$ cat config.mk
export PLATFORM = sky130hd
export DESIGN_NAME = serial_io_pin_sequencer_core
export DESIGN_NICKNAME = d
export VERILOG_FILES = /design/src/rtl/core/siops_pkg.sv /design/src/rtl/core/serial_io_pin_sequencer_core.sv
export SDC_FILE = /design/constraint.sdc
export NUM_CORES = 1
export LEC_CHECK = 0
export ABC_AREA = 1
export BUFFER_PORTS_ARGS = -buffer_cell sky130_fd_sc_hd__clkbuf_2
export CELL_PAD_IN_SITES_DETAIL_PLACEMENT = 1
export CELL_PAD_IN_SITES_GLOBAL_PLACEMENT = 1
export CORE_MARGIN = 2
export CORE_UTILIZATION = 45
export CTS_CLUSTER_SIZE = 28
export DETAILED_ROUTE_END_ITERATION = 10
export PLACE_DENSITY_LB_ADDON = 0.1
export SLEW_MARGIN = 20
export SYNTH_ARGS = -nofsm -noshare
export SYNTH_HDL_FRONTEND = slang
export SYNTH_SLANG_ARGS = --single-unit
$ cat constraint.sdc
create_clock -name i_clk -period 4.4 [get_ports i_clk]
set_input_delay 0.88 -clock i_clk [delete_from_list [all_inputs] [get_ports i_clk]]
set_output_delay 0.88 -clock i_clk [all_outputs]
set_load 0.05 [all_outputs]
$ cat src/rtl/core/siops_pkg.sv
// Package for the serial I/O pin sequencer: payload types, pin masks, codes.
package siops_pkg;

    localparam int COUNT_WIDTH = 16;
    localparam logic [COUNT_WIDTH-1:0] COUNT_MAX = {COUNT_WIDTH{1'b1}};

    localparam int APB_ADDR_WIDTH = 4;
    localparam int APB_DATA_WIDTH = 32;

    localparam logic [1:0] REG_HALF_PERIOD = 2'd0;
    localparam logic [1:0] REG_SCALE       = 2'd1;
    localparam logic [1:0] REG_LOAD_OUT    = 2'd2;

    localparam logic [1:0] MODE_OUTPUT  = 2'd0;
    localparam logic [1:0] MODE_DIGITAL = 2'd1;
    localparam logic [1:0] MODE_ANA_X   = 2'd2;
    localparam logic [1:0] MODE_ANA_Y   = 2'd3;

    localparam logic [5:0] PIN_LOAD_OUT = 6'h01;
    localparam logic [5:0] PIN_LOAD_IN  = 6'h02;
    localparam logic [5:0] PIN_DATA     = 6'h04;
    localparam logic [5:0] PIN_CLOCK    = 6'h08;
    localparam logic [5:0] PIN_TRIG_X   = 6'h10;
    localparam logic [5:0] PIN_TRIG_Y   = 6'h20;
    localparam logic [5:0] PIN_TRIGS    = PIN_TRIG_X | PIN_TRIG_Y;

    typedef enum logic [8:0] {
        PH_IDLE      = 9'b000000001,
        PH_OUT_LO    = 9'b000000010,
        PH_OUT_HI    = 9'b000000100,
        PH_DIG_LOAD  = 9'b000001000,
        PH_DIG_LDCLK = 9'b000010000,
        PH_DIG_LO    = 9'b000100000,
        PH_DIG_HI    = 9'b001000000,
        PH_ANA_PULSE = 9'b010000000,
        PH_ANA_COUNT = 9'b100000000
    } t_phase;

    typedef struct packed {
        logic       start_req;
        logic [1:0] mode;
        logic [7:0] out_byte;
        logic       busy_pin;
    } t_in_item;

    typedef struct packed {
        logic [5:0]  pins;
        logic        ready_res;
        logic        done_res;
        logic [7:0]  digital_value;
        logic [15:0] analog_count;
        logic        analog_overflow;
    } t_out_item;

endpackage

$ cat src/rtl/core/serial_io_pin_sequencer_core.sv
// Serial I/O pin sequencer top level: tick pipeline, command sequencer, APB registers.
//
// Usage: every input transfer is one timing tick carrying start_req, mode,
// out_byte and the sampled busy pin. Every input transfer yields exactly one
// output transfer with the six pin levels, ready/done flags and the last
// digital byte and analog count.
// Path: an accepted input transfer is captured in the input register; the
// sequencer state is then advanced from it and the result written to the output
// register by the same update, which waits while the output is stalled.
// Throughput: one transfer per cycle unless the output stalls; the state update
// is a single pass of logic between the input register and the output register.
// Stall: when the output register is full and i_out_stall is high, the input
// register holds and o_in_stall rises once it is occupied; no tick is lost.
// Reset: pipeline empty, sequencer idle, pins at both triggers high (0x30),
// last results zero, registers at half period 1, scale 4, load-out off.
// Registers (APB, 32-bit words): 0x0 half period ticks, 0x4 scale ticks,
// 0x8 load-out during input commands. Write only while no ticks are in flight.
module serial_io_pin_sequencer_core (
    input  logic                                  i_clk,
    input  logic                                  i_rst_n,
    input  logic                                  i_in_valid,
    output logic                                  o_in_stall,
    input  siops_pkg::t_in_item                   i_in_data,
    output logic                                  o_out_valid,
    input  logic                                  i_out_stall,
    output siops_pkg::t_out_item                  o_out_data,
    input  logic                                  psel,
    input  logic                                  penable,
    input  logic                                  pwrite,
    input  logic [siops_pkg::APB_ADDR_WIDTH-1:0]  paddr,
    input  logic [siops_pkg::APB_DATA_WIDTH-1:0]  pwdata,
    output logic [siops_pkg::APB_DATA_WIDTH-1:0]  prdata,
    output logic                                  pready
);
    import siops_pkg::*;

    // configuration
    logic [7:0] r_half;
    logic [7:0] r_scale;
    logic       r_lo_en;
    logic       cfg_wr;

    // pipeline registers
    logic      r_in_valid;
    t_in_item  r_in;
    logic      r_out_valid;
    t_out_item r_out;
    logic      advance;

    // sequencer state
    t_phase                 r_phase,   n_phase;
    logic [2:0]             r_bit,     n_bit;
    logic [7:0]             r_wait,    n_wait;
    logic [7:0]             r_shift,   n_shift;
    logic [5:0]             r_pins,    n_pins;
    logic [COUNT_WIDTH-1:0] r_count,   n_count;
    logic                   r_sat,     n_sat;
    logic [7:0]             r_last_dig, n_last_dig;
    logic [COUNT_WIDTH-1:0] r_last_ana, n_last_ana;
    logic                   r_last_ovf, n_last_ovf;
    logic                   done;

    logic [7:0]             hold_wait;
    logic [7:0]             scale_wait;
    logic [5:0]             lo_bit;
    logic [2:0]             bit_dec;
    logic [COUNT_WIDTH-1:0] count_inc;

    // APB
    assign pready = 1'b1;
    assign cfg_wr = psel && penable && pwrite;

    always_comb begin
        prdata = '0;
        case (paddr[3:2])
            REG_HALF_PERIOD: prdata = {{(APB_DATA_WIDTH-8){1'b0}}, r_half};
            REG_SCALE:       prdata = {{(APB_DATA_WIDTH-8){1'b0}}, r_scale};
            REG_LOAD_OUT:    prdata = {{(APB_DATA_WIDTH-1){1'b0}}, r_lo_en};
            default:         prdata = '0;
        endcase
    end

    always_ff @(posedge i_clk) begin
        if (!i_rst_n) begin
            r_half  <= 8'd1;
            r_scale <= 8'd4;
            r_lo_en <= 1'b0;
        end else if (cfg_wr) begin
            case (paddr[3:2])
                REG_HALF_PERIOD: r_half  <= pwdata[7:0];
                REG_SCALE:       r_scale <= pwdata[7:0];
                REG_LOAD_OUT:    r_lo_en <= pwdata[0];
                default: ;
            endcase
        end
    end

    // handshake
    assign advance    = !r_out_valid || !i_out_stall;
    assign o_in_stall = r_in_valid && !advance;
    assign o_out_valid = r_out_valid;
    assign o_out_data  = r_out;

    always_ff @(posedge i_clk) begin
        if (!i_rst_n) begin
            r_in_valid <= 1'b0;
        end else if (i_in_valid && !o_in_stall) begin
            r_in_valid <= 1'b1;
        end else if (advance) begin
            r_in_valid <= 1'b0;
        end
    end

    always_ff @(posedge i_clk) begin
        if (i_in_valid && !o_in_stall) begin
            r_in <= i_in_data;
        end
    end

    // sequencer next state
    assign hold_wait  = (r_half  == 8'd0) ? 8'd0 : r_half  - 8'd1;
    assign scale_wait = (r_scale == 8'd0) ? 8'd0 : r_scale - 8'd1;
    assign lo_bit     = r_lo_en ? PIN_LOAD_OUT : 6'h00;
    assign bit_dec    = r_bit - 3'd1;
    assign count_inc  = (r_count != COUNT_MAX) ? r_count + 1'b1 : r_count;

    always_comb begin
        n_phase    = r_phase;
        n_bit      = r_bit;
        n_wait     = r_wait;
        n_shift    = r_shift;
        n_pins     = r_pins;
        n_count    = r_count;
        n_sat      = r_sat;
        n_last_dig = r_last_dig;
        n_last_ana = r_last_ana;
        n_last_ovf = r_last_ovf;
        done       = 1'b0;

        if (r_phase == PH_IDLE) begin
            if (r_in.start_req) begin
                n_wait = hold_wait;
                n_bit  = 3'd7;
                case (r_in.mode)
                    MODE_OUTPUT: begin
                        n_shift = r_in.out_byte;
                        n_pins  = PIN_TRIGS | (r_in.out_byte[7] ? PIN_DATA : 6'h00);
                        n_phase = PH_OUT_LO;
                    end
                    MODE_DIGITAL: begin
                        n_shift = 8'h00;
                        n_pins  = PIN_TRIGS | PIN_LOAD_IN | lo_bit;
                        n_phase = PH_DIG_LOAD;
                    end
                    default: begin
                        n_bit   = r_bit;
                        n_count = '0;
                        n_sat   = 1'b0;
                        n_pins  = ((r_in.mode == MODE_ANA_Y) ? PIN_TRIG_X : PIN_TRIG_Y)
                                  | PIN_CLOCK | lo_bit;
                        n_phase = PH_ANA_PULSE;
                    end
                endcase
            end
        end else if (r_wait != 8'd0) begin
            n_wait = r_wait - 8'd1;
        end else begin
            case (r_phase)
                PH_OUT_LO: begin
                    n_pins  = r_pins | PIN_CLOCK;
                    n_phase = PH_OUT_HI;
                    n_wait  = hold_wait;
                end
                PH_OUT_HI: begin
                    if (r_bit == 3'd0) begin
                        n_pins  = PIN_TRIGS | PIN_LOAD_OUT | PIN_CLOCK;
                        n_phase = PH_IDLE;
                        n_wait  = 8'd0;
                        done    = 1'b1;
                    end else begin
                        n_bit   = bit_dec;
                        n_pins  = PIN_TRIGS | (r_shift[bit_dec] ? PIN_DATA : 6'h00);
                        n_phase = PH_OUT_LO;
                        n_wait  = hold_wait;
                    end
                end
                PH_DIG_LOAD: begin
                    n_pins  = r_pins | PIN_CLOCK;
                    n_phase = PH_DIG_LDCLK;
                    n_wait  = hold_wait;
                end
                PH_DIG_LDCLK, PH_DIG_HI: begin
                    if (r_in.busy_pin) begin
                        n_shift[r_bit] = 1'b1;
                    end
                    n_pins  = PIN_TRIGS | lo_bit;
                    n_phase = PH_DIG_LO;
                    n_wait  = hold_wait;
                end
                PH_DIG_LO: begin
                    n_pins = r_pins | PIN_CLOCK;
                    if (r_bit == 3'd0) begin
                        n_phase    = PH_IDLE;
                        n_wait     = 8'd0;
                        n_last_dig = r_shift;
                        done       = 1'b1;
                    end else begin
                        n_bit   = bit_dec;
                        n_phase = PH_DIG_HI;
                        n_wait  = hold_wait;
                    end
                end
                PH_ANA_PULSE, PH_ANA_COUNT: begin
                    if (r_phase == PH_ANA_PULSE) begin
                        n_pins = PIN_TRIGS | PIN_CLOCK | lo_bit;
                    end
                    if (r_in.busy_pin) begin
                        n_count = count_inc;
                        n_sat   = r_sat || (count_inc == COUNT_MAX);
                        n_phase = PH_ANA_COUNT;
                        n_wait  = scale_wait;
                    end else begin
                        n_last_ana = r_count;
                        n_last_ovf = r_sat;
                        n_phase    = PH_IDLE;
                        n_wait     = 8'd0;
                        done       = 1'b1;
                    end
                end
                default: begin
                    n_phase = PH_IDLE;
                    n_wait  = 8'd0;
                end
            endcase
        end
    end

    // state and output registers
    always_ff @(posedge i_clk) begin
        if (!i_rst_n) begin
            r_out_valid <= 1'b0;
            r_phase     <= PH_IDLE;
            r_bit       <= 3'd0;
            r_wait      <= 8'd0;
            r_shift     <= 8'h00;
            r_pins      <= PIN_TRIGS;
            r_count     <= '0;
            r_sat       <= 1'b0;
            r_last_dig  <= 8'h00;
            r_last_ana  <= '0;
            r_last_ovf  <= 1'b0;
        end else if (advance) begin
            r_out_valid <= r_in_valid;
            if (r_in_valid) begin
                r_phase    <= n_phase;
                r_bit      <= n_bit;
                r_wait     <= n_wait;
                r_shift    <= n_shift;
                r_pins     <= n_pins;
                r_count    <= n_count;
                r_sat      <= n_sat;
                r_last_dig <= n_last_dig;
                r_last_ana <= n_last_ana;
                r_last_ovf <= n_last_ovf;
            end
        end
    end

    always_ff @(posedge i_clk) begin
        if (advance && r_in_valid) begin
            r_out.pins            <= n_pins;
            r_out.ready_res       <= (n_phase == PH_IDLE);
            r_out.done_res        <= done;
            r_out.digital_value   <= n_last_dig;
            r_out.analog_count    <= 16'(n_last_ana);
            r_out.analog_overflow <= n_last_ovf;
        end
    end

endmodule

-- Word-level counts from Yosys, hierarchy flattened
Cells that the tools add are included.
- bits in registers: 140
- output and inout port bits: 68
- logic and storage cells: 169
- add/subtract/negate cells: 5
- magnitude comparators: 3
- equal/unequal tests: 22
- mux-type cells: 74
- bitwise gates (word level): 2
- reductions and logical operators: 38
- operators with widths (operator ; count):
    2-to-1 mux 16 bit ; 11
    2-to-1 mux 8 bit ; 16
    case mux 9 bit (6 select lines) ; 1
    case mux 8 bit (3 select lines) ; 2
    2-to-1 mux 9 bit ; 4
    case mux 8 bit (2 select lines) ; 2
    2-to-1 mux 6 bit ; 5
    2-to-1 mux 3 bit ; 8
    case mux 6 bit (4 select lines) ; 1
    subtractor 8 x 1 -> 8 bit, second input constant ; 3
    AND reduction 7 bit ; 3
    equality test 9 x 1 -> 1 bit, second input constant ; 2
    2-to-1 mux 1 bit ; 17
    adder 16 x 1 -> 16 bit, second input constant ; 1
    equality test 16 bit, second input constant ; 1
    logical NOT 8 bit ; 2
    inequality test 16 bit, second input constant ; 1
    case mux 6 bit (2 select lines) ; 1
    inequality test 2 bit, second input constant ; 5
    nonzero test 2 bit ; 5
    OR reduction 2 bit ; 5
    equality test 9 x 2 -> 1 bit, second input constant ; 1
    equality test 9 x 3 -> 1 bit, second input constant ; 1
    equality test 9 x 4 -> 1 bit, second input constant ; 1
    29 further kinds ; 45

-- Depth between registers and ports, before layout
Gate-level depths: netlist (run 1).
- word-level depth: 9
- depth in mapped cells: 14

-- Least setup slack after synthesis (run 1)
No wires, ideal clock.
- kind: input-to-output
- start point: input port paddr[3] (netlist name)
- end point: output port prdata[6] (netlist name)
- data arrival time: 2.274 ns
- required time: 3.520 ns
- setup slack: 1.246 ns
- stages: 3
- cell sequence: nor2_1 clkinv_1 o21ai_0
- longest elaborated chain between the ends: 2
- elaborated cells between the ends (all ways): 4
- those cells by class: eq/ne (2); mux (1); reduce/logical (1)
- ends and longest elaborated chain (what ; RTL line ; text):
    from (decl) ; serial_io_pin_sequencer_core.sv:30 ; input logic [siops_pkg::APB_ADDR_WIDTH-1:0] paddr,
    equality test 2 bit (tied with other cells) ; serial_io_pin_sequencer_core.sv:75 ; case (paddr[3:2])
    case mux 8 bit (3 select lines) * ; serial_io_pin_sequencer_core.sv:75 ;
    to (decl) ; serial_io_pin_sequencer_core.sv:32 ; output logic [siops_pkg::APB_DATA_WIDTH-1:0] prdata,
Mark *: on every way between the ends. The rest lies on a longest branch, timed or not.

-- Worst setup path after layout (run 1)
- start point: input port paddr[3] (netlist name)
- end point: output port prdata[0] (netlist name)
The elaborated chain is that of the path after synthesis.

==> impl_metrics.toml, run 1 <==
[logic_synthesis]
synth_largest_area_cell = "sky130_fd_sc_hd__dfxtp_1"
synthMostInstantiatedCell = "sky130_fd_sc_hd__nand2_1"
yosysWarnings = 0
synth.yosys.seq_area_share_pct = 42.4
synth_enable_flop_cells = 45
synth_top_area_share_pct = 24.8
avgSynthCellArea_sq_um = 7.36
async_flop_share_pct = 0
leading_cell_types_by_total_area_after_synthesis = "sky130_fd_sc_hd__dfxtp_1 (25%), sky130_fd_sc_hd__edfxtp_1 (18%), sky130_fd_sc_hd__nand2_1 (8.2%)"
ys_ff_latch = 140
synthCells = 1042
synth_ff_type = "sky130_fd_sc_hd__dfxtp_1"
synth.cell_area_sq_mm = 0.00767
yosys-top-cells-count = "sky130_fd_sc_hd__nand2_1 (167), sky130_fd_sc_hd__nor2_1 (141), sky130_fd_sc_hd__inv_1 (133)"
synth_cell_types = 43

[die]
chipWidth_microns = 135
rows = 47
initial_core_util_pct = 46.1
core-area_sq_mm = 0.0166
io_pins = 123
die_h_microns = 135
die_area_sq_mm = 0.0181

[timing]
report.final.hold_viol_count = 0
clock_skew_ps = 10.9
rsz0062_at_grt = "no"
final_critical_path_setup_slack_ps = 1540
fin_tns_setup_ps = 0
finalMaxSlewViolations = 0
setup_viol_count_final = 0
layout_worst_path_cycle_share_pct = 64.9
layout_min_cycle_time_ps = 2860
slew_headroom_pct = 46.2
hold-worst-slack_ps = 493
achievable-frequency_mhz = 350
worst_pin_slew_ps = 806

[global_routing]
grt_max_degree = 58
antenna_found_initial = 0
overall_fraction_of_global_route_tracks_in_use_pct = 25.0
residual_overflow_from_global_routing = 0
first_pass_grt_wire_length_mm = 35.6
via_count_of_the_first_global_routing_pass = 6995

[route]
detail_route.first_pass.iterations = 5
wl_per_cell_microns = 16.4
ant_nets = 0
drt-vias-per-instance = 5.22
route.detailed.drc = 0
routed_wirelength_mm = 21.8
number_of_drc_markers_in_iteration_0 = 410
via_count = 6956

[clock_tree]
clkLatencyLatePin_ps = 430
cts_hold_buffers = 0
cts-htree-levels = 4
clk_pin_slew_ps = 60
tritoncts.num_buffers = 17
cts.path.max_buffers = 2
cts_root_buf = "sky130_fd_sc_hd__clkbuf_16"
tritoncts_clock_tree = "built"
post_cts_buffers = 0
tritoncts_num_sinks = 140
cts-resized-gates = 0

[critical_path]
crit_path_frequent_cell = "sky130_fd_sc_hd__clkbuf_2"
cp_max_fo = 9
cp_data_arrival_time_ps = 1980
r2r_start = "r_wait[0]$_SDFFE_PN0P_"
crit_path_start = "paddr[3]"
worst_setup_path_end_kind = "output pin"
timing.critical_path.from_type = "input port"
crit_path_cell_trace = "clkbuf_2 -> nor2_1 -> clkinv_1 -> o221ai_1 -> clkbuf_2"
cp_slowest_cell = "sky130_fd_sc_hd__clkbuf_2"
crit_family = "buffers and inverters"
worst_path_largest_cell_delay_ps = 320
criticalPathCategory = "in2out"
cp_data_required_time_ps = 3520
critical_path_buf_inv_count = 3

[power_and_ir_drop]
vdd_drop_max_v = 0.000296
power_density_mw_per_mm2 = 407
total_leakage_power_uw = 0.00372

[final_layout]
design.final.nets = 1162
final_layout_size_suffix_gt1_share_pct = 14.9
insertedDiodeCount = 0
finalCoreUtilization_pct = 52.0
multi_input_area_sq_mm = 0.00361
fin_cells = 1332
seq_area_sq_mm = 0.00325
filler_cell_count = 2141
layout-area-overhead-vs-synth_pct = 12.9

[placed_design]
routabilityCongestion = 0.850
port_buffers = 71
place.detailed.hpwl_mm = 15.5
place.detailed.instances = 1300
placement.setup.worst_slack_ps = 1600

[run]
max_cap_viol_count = 0

[min_path]
timing.hold.worst.class = "reg2reg"
min_from = "r_wait[6]$_SDFFE_PN0P_"

[status]
status = "finished clean"
path summary, 6_finish.rpt:
check	cells past startpoint	end	slack, ps
worst max-delay path	5	prdata[0]	1540
worst min-delay path	2	r_wait[6]$_SDFFE_PN0P_	490
worst max register to register	11	r_last_dig[4]$_SDFFE_PN0P_	1760
worst min register to register	2	r_wait[6]$_SDFFE_PN0P_	490
worst min-delay path, cell delays in order (launching register included):
cell,delay (ps)
sky130_fd_sc_hd__dfxtp_1,320
sky130_fd_sc_hd__o21ai_0,70
sky130_fd_sc_hd__a21oi_1,60
report_power, final:
part / internal (uW) / leakage [uW] / switching (uW)
sequential: 1410 / 0.00121 / 45.4
combinational: 156 / 0.00223 / 475
clock: 841 / 0.000281 / 597
total: 2400 / 0.00372 / 1120
stage by stage:
stage	power (uW)	instance area [sq um]
6_report	3520	8660
2_1_floorplan	1970	7760
3_5_place_dp	2100	8070
3_3_place_gp	2090	8070
5_1_grt	3670	8660
4_1_cts	3540	8660
area by class of cell:
cell class              instances  share of cell area (%)
clock inverters                15                    1.88
well taps                     220                    3.18
clock buffers                  17                    4.91
inverters                     144                    6.24
multi-input cells             721                    41.8
flip-flops and latches        140                    37.6
repair buffers                 75                    4.45
layer usage:
metal | track usage, % | wire (microns)
met1 | 35.2 | 10700
met2 | 39.9 | 9990
met3 | 4.80 | 883
met4 | 5.91 | 244
met5 | 0 | 0
registers in the layout, summed over array words and instances, names as in the netlist, 3 cells and up:
register	count
r_last_dig	8
r_half	8
r_count	16
o_out_data	33
r_in	12
r_last_ana	16
r_bit	3
r_scale	8
r_phase	9
r_shift	8
r_pins	6
r_wait	8
cell usage in the layout (no fill, tap or decap), types with 6 or more instances in the layout:
| master | count |
|---|---|
| sky130_fd_sc_hd__nand2_1 | 167 |
| sky130_fd_sc_hd__nor2_1 | 140 |
| sky130_fd_sc_hd__inv_1 | 132 |
| sky130_fd_sc_hd__dfxtp_1 | 95 |
| sky130_fd_sc_hd__a21oi_1 | 85 |
| sky130_fd_sc_hd__clkbuf_2 | 71 |
| sky130_fd_sc_hd__nand3_1 | 70 |
| sky130_fd_sc_hd__o21ai_0 | 66 |
| sky130_fd_sc_hd__edfxtp_1 | 45 |
| sky130_fd_sc_hd__o21ai_1 | 32 |
| sky130_fd_sc_hd__conb_1 | 25 |
| sky130_fd_sc_hd__xor2_1 | 17 |
| sky130_fd_sc_hd__clkbuf_16 | 17 |
| sky130_fd_sc_hd__o21ai_2 | 14 |
| sky130_fd_sc_hd__nand4_1 | 13 |
| sky130_fd_sc_hd__o22ai_1 | 13 |
| sky130_fd_sc_hd__nand2_2 | 12 |
| sky130_fd_sc_hd__inv_2 | 10 |
| sky130_fd_sc_hd__nor3_1 | 10 |
| sky130_fd_sc_hd__nor2_4 | 8 |
| sky130_fd_sc_hd__o211ai_1 | 8 |
| sky130_fd_sc_hd__ha_1 | 8 |
| sky130_fd_sc_hd__a31oi_1 | 7 |
| sky130_fd_sc_hd__nor2_2 | 6 |
logic make-up (layout without fill, tap and decap cells):
group                      after synthesis  count (layout)  synth area share [%]
DFF                                    140             140                  42.4
AOI/OAI and AO/OA                      232             232                  16.7
xor gates and xnor gates                20              20                  2.28
adders and majority gates                8               8                  1.30
and+or+nand+nor                        436             436                  25.5
other                                    2              25                0.0979
buffers and inverters                  204             251                  11.7
No activity file was read; power rests on OpenSTA's default activity.
==> run 2: changes to the inputs <==
CORE_UTILIZATION = 37   (was 45)
clock period = 2.3 ns   (was 4.4 ns; I/O delays follow)
==> impl_metrics.toml, run 2 (synthesis gave the netlist of run 1 again) <==
[status]
status = "finished clean"

[run]
max_cap_viol_count = 0

[global_routing]
overall_fraction_of_global_route_tracks_in_use_pct = 21.5
grt_max_degree = 58
residual_overflow_from_global_routing = 0
first_pass_grt_wire_length_mm = 37.1
via_count_of_the_first_global_routing_pass = 6999
antenna_found_initial = 0

[die]
core-area_sq_mm = 0.0203
io_pins = 123
die_area_sq_mm = 0.0219
rows = 52
chipWidth_microns = 148
die_h_microns = 148
initial_core_util_pct = 37.8

[clock_tree]
clk_pin_slew_ps = 60
clkLatencyLatePin_ps = 430
tritoncts.num_buffers = 17
cts_root_buf = "sky130_fd_sc_hd__clkbuf_16"
tritoncts_clock_tree = "built"
tritoncts_num_sinks = 140
cts-htree-levels = 4
cts_hold_buffers = 0
cts.path.max_buffers = 2

[final_layout]
largest_register_ff_count = 33
fin_area_sq_mm = 0.00900
most-common-layout-cells = "sky130_fd_sc_hd__nand2_1 (167), sky130_fd_sc_hd__nor2_1 (140), sky130_fd_sc_hd__inv_1 (132), sky130_fd_sc_hd__dfxtp_1 (95), sky130_fd_sc_hd__a21oi_1 (84)"
layout.cells.most_common = "sky130_fd_sc_hd__nand2_1"
layout-area-overhead-vs-synth_pct = 17.3
filler_cell_count = 2595
insertedDiodeCount = 0
multi_input_area_sq_mm = 0.00362
design.final.nets = 1190
seq_area_sq_mm = 0.00325
final_layout_size_suffix_gt1_share_pct = 17.3
finalCoreUtilization_pct = 44.3

[critical_path]
timing.critical_path.from_type = "flip-flop"
cp_data_arrival_time_ps = 2460
cp_data_required_time_ps = 2650
cp_max_fo = 16
rr_worst_depth = 10
crit_cells = 10
worst_path_largest_cell_delay_ps = 340
crit_path_frequent_cell = "sky130_fd_sc_hd__nand2_2"
r2r_start = "r_phase[5]$_SDFFE_PN0P_"
crit_path_cell_trace = "nor2_1 -> nand2_2 -> nor2_4 -> nand3_1 -> nand2_2 -> inv_2 -> nand3_4 -> buf_4 -> nand2_1 -> a21oi_1"
r2r_end = "r_count[11]$_SDFFE_PN0P_"
crit_family = "simple AND/OR/NAND/NOR gates"
cp_slowest_cell = "sky130_fd_sc_hd__dfxtp_1"
worst_setup_path_end_kind = "flip-flop"
critical_path_buf_inv_count = 2
rrSetupSlack_ps = 190
criticalPathCategory = "reg2reg"

[power_and_ir_drop]
seqPwrFrac_pct = 40.6
clkPwrFrac_pct = 40.3
report.power.total_uw = 6820
cellInternalPower_uw = 4630
vdd_drop_max_v = 0.000469
total_leakage_power_uw = 0.00389
swShare_pct = 32.2
power.share.combinational_pct = 19.1
power_switching_uw = 2200
power_density_mw_per_mm2 = 758

[placed_design]
place.detailed.hpwl_mm = 16.2
dpl-instance-area_sq_mm = 0.00836
routabilityCongestion = 0.826
port_buffers = 71
placement.setup.worst_slack_ps = 89.8

[route]
drt-vias-per-instance = 4.95
number_of_drc_markers_in_iteration_0 = 299
via_count = 6984
detail_route.first_pass.iterations = 5
wl_per_cell_microns = 16.0
route.detailed.drc = 0
routed_wirelength_mm = 22.5
ant_nets = 0

[timing]
final_critical_path_setup_slack_ps = 188
achievable-frequency_mhz = 473
clock_skew_ps = 11.6
finalMaxSlewViolations = 0
setup_viol_count_final = 0
layout_min_cycle_time_ps = 2110
layout_worst_path_cycle_share_pct = 91.8
report.final.hold_viol_count = 0

[min_path]
min_from = "i_in_data[0]"
min_to = "r_in[0]$_DFFE_PP_"
hold-path-cell-count = 1
timing.hold.worst.class = "in2reg"
-- run 2: cell count changes in the layout (fill, tap and decap cells not counted), sizes merged --
| cell | previous run | this run |
|---|---|---|
| clkinv | 8 | 9 |
| clkinvlp | 3 | 1 |
| inv | 146 | 147 |
| buf | 4 | 32 |
| bufinv | 2 | 1 |
| clkbuf | 88 | 89 |
-- run 2: routing by layer --
metal	wire (microns)	vias to the layer above	track usage, %
met5	0	-	0
met4	251	0	5.86
met3	995	15	3.40
met2	9900	123	32.8
met1	11400	3306	31.6
li1	-	3540	-
-- run 2: how the worst max path moves through the flow --
stage	start	to	slack, ps
after floorplan	o_out_valid$_SDFFE_PN0N_	r_in[0]$_DFFE_PP_	150
after global placement	r_wait[0]$_SDFFE_PN0P_	r_shift[6]$_SDFFE_PN0P_	120
after detailed placement	r_wait[0]$_SDFFE_PN0P_	r_shift[6]$_SDFFE_PN0P_	90
after CTS	r_wait[0]$_SDFFE_PN0P_	r_shift[6]$_SDFFE_PN0P_	80
after global routing	r_phase[5]$_SDFFE_PN0P_	r_shift[3]$_SDFFE_PN0P_	-20
final	r_phase[5]$_SDFFE_PN0P_	r_count[11]$_SDFFE_PN0P_	190
-- run 2: layout make-up --
type / count / share of cell area (%)
Inverter: 144 / 6.01
Timing Repair Buffer: 103 / 7.31
Tap cell: 270 / 3.75
Multi-Input combinational cell: 721 / 40.3
Clock buffer: 18 / 5.01
Sequential cell: 140 / 36.2
Clock inverter: 14 / 1.49
-- run 2: what timing repair did --
action	in CTS	in global routing
setup endpoints to repair	0	32
resized for setup	0	2
buffers inserted	0	6
-- run 2: metrics by stage --
| step | hold WS (ps) | cells | TNS [ps] |
|---|---|---|---|
| after CTS | 183 | 1404 | 0 |
| after global routing | 184 | 1410 | -16.0 |
| after global placement | 478 | 1372 | 0 |
| final | 203 | 1410 | 0 |
| after floorplan | 440 | 1065 | 0 |
| after detailed placement | 480 | 1372 | 0 |
-- run 2: power groups by stage --
stage | logic [uW] | clock network (uW) | registers, uW
after floorplan | 845 | 0 | 2920
after global placement | 1260 | 0 | 2820
after detailed placement | 1280 | 0 | 2820
after CTS | 1290 | 2810 | 2770
after global routing | 1450 | 2930 | 2790
final | 1300 | 2750 | 2770
==> run 3: changes to the inputs <==
CORE_MARGIN = 1.5   (was 2)
==> impl_metrics.toml, run 3 (synthesis gave the netlist of run 1 again) <==
[power_and_ir_drop]
swShare_pct = 32.6
cellInternalPower_uw = 4620
power_density_mw_per_mm2 = 763
clkPwrFrac_pct = 40.6
power.share.combinational_pct = 19.0
total_leakage_power_uw = 0.00389
seqPwrFrac_pct = 40.4
vdd_drop_max_v = 0.000551
power_switching_uw = 2230

[clock_tree]
cts_root_buf = "sky130_fd_sc_hd__clkbuf_16"
tritoncts_clock_tree = "built"
cts.path.max_buffers = 2
clk_pin_slew_ps = 70
clkLatencyLatePin_ps = 430
cts-htree-levels = 4
tritoncts.num_buffers = 17
tritoncts_num_sinks = 140

[die]
die_area_sq_mm = 0.0216
core-area_sq_mm = 0.0203
chipWidth_microns = 147
rows = 52
die_h_microns = 147
io_pins = 123
initial_core_util_pct = 37.8

[run]
max_cap_viol_count = 0

[route]
wl_per_cell_microns = 15.8
number_of_drc_markers_in_iteration_0 = 335
route.detailed.drc = 0
ant_nets = 0
routed_wirelength_mm = 22.2
detail_route.first_pass.iterations = 5
via_count = 6976
drt-vias-per-instance = 4.95

[critical_path]
cp_max_fo = 21
cp_data_required_time_ps = 2630
worst_setup_path_end_kind = "flip-flop"
timing.critical_path.from_type = "flip-flop"
criticalPathCategory = "reg2reg"
cp_data_arrival_time_ps = 2460

[placed_design]
place.detailed.hpwl_mm = 16.2
port_buffers = 71
dpl-instance-area_sq_mm = 0.00837
routabilityCongestion = 0.819

[timing]
layout_worst_path_cycle_share_pct = 92.7
rsz0062_at_grt = "yes"
layout_min_cycle_time_ps = 2130
report.final.hold_viol_count = 0
achievable-frequency_mhz = 469
clock_skew_ps = 11.4
fin_tns_setup_ps = 0
setup_viol_count_final = 0
finalMaxSlewViolations = 0

[final_layout]
insertedDiodeCount = 0
final_layout_size_suffix_gt1_share_pct = 17.0
most-common-layout-cells = "sky130_fd_sc_hd__nand2_1 (167), sky130_fd_sc_hd__nor2_1 (140), sky130_fd_sc_hd__inv_1 (132), sky130_fd_sc_hd__dfxtp_1 (95), sky130_fd_sc_hd__a21oi_1 (84)"
design.final.nets = 1188
layout-area-overhead-vs-synth_pct = 17.1
layout.cells.most_common = "sky130_fd_sc_hd__nand2_1"
fin_area_sq_mm = 0.00898
largest_register_ff_count = 33

[min_path]
timing.hold.worst.class = "in2reg"

[global_routing]
via_count_of_the_first_global_routing_pass = 6903
residual_overflow_from_global_routing = 0
overall_fraction_of_global_route_tracks_in_use_pct = 21.3
grt_max_degree = 55
antenna_found_initial = 0
first_pass_grt_wire_length_mm = 36.2

[status]
status = "finished clean"
## run 3: changes by cell type in the layout (fill, tap and decap cells not counted), moves of 2 or more
cell and delta:
sky130_fd_sc_hd__clkinv_4 -4, sky130_fd_sc_hd__inv_8 +3, sky130_fd_sc_hd__inv_6 +2, sky130_fd_sc_hd__buf_4 -2, sky130_fd_sc_hd__clkinv_2 -2
## run 3: layout make-up
class,count,area (sq um)
clock buffer,18,439
multi-input combinational,721,3620
tap,270,338
timing repair buffer,101,643
sequential,140,3250
fill,2616,11300
inverter,144,541
clock inverter,14,148
## run 3: power by group through the flow
stage | combinational, uW | clock (uW) | sequential, uW
2_1_floorplan | 845 | 0 | 2920
3_3_place_gp | 1270 | 0 | 2820
3_5_place_dp | 1280 | 0 | 2820
4_1_cts | 1290 | 2840 | 2770
5_1_grt | 1450 | 2920 | 2780
6_report | 1310 | 2780 | 2770
## run 3: through the flow
stage                     hold WS [ps]  utilization [%]  std cells  setup slack (ps)  power [uW]
after floorplan                    440                -       1065               147        3760
after global placement             476             41.3       1374               129        4090
after detailed placement           491             41.3       1374               103        4100
after CTS                          196             44.1       1406              72.4        6900
after global routing               192             44.3       1408             -16.7        7150
final                              206             44.3       1408               168        6850
## run 3: path summary, 6_finish.rpt
path	startpoint	endpoint	slack, ps	depth (start not counted)
setup / recovery	r_phase[0]$_SDFFE_PN1P_	r_last_ana[11]$_SDFFE_PN0P_	170	11
hold / removal	i_in_data[6]	r_in[6]$_DFFE_PP_	210	1
setup reg to reg	r_phase[0]$_SDFFE_PN1P_	r_last_ana[11]$_SDFFE_PN0P_	170	11
hold reg to reg	r_wait[6]$_SDFFE_PN0P_	r_wait[6]$_SDFFE_PN0P_	500	2
## run 3: timing repair
action | in CTS | in global routing
endpoints found under the setup margin | 0 | 29
gates resized for setup | 0 | 2
buffers inserted | 0 | 2
hold buffers | 0 | 0
## run 3: layer usage
layer,track usage [%],vias to the layer above,part of all wire (%)
li1,-,3548,-
met1,31.0,3280,52
met2,33.3,133,44
met3,3.20,15,3.2
met4,5.00,0,0.90
met5,0,-,0
## run 3: worst max-delay path, cell delays in order (launching register included)
cell	delay, ps
sky130_fd_sc_hd__dfxtp_1	390
sky130_fd_sc_hd__nor2_4	180
sky130_fd_sc_hd__nand2_2	90
sky130_fd_sc_hd__nor2_1	90
sky130_fd_sc_hd__nand2_1	120
sky130_fd_sc_hd__nand2_1	220
sky130_fd_sc_hd__nand4_4	310
sky130_fd_sc_hd__buf_12	280
sky130_fd_sc_hd__nand2_1	60
sky130_fd_sc_hd__o21ai_1	110
sky130_fd_sc_hd__o21ai_1	140
sky130_fd_sc_hd__inv_1	40
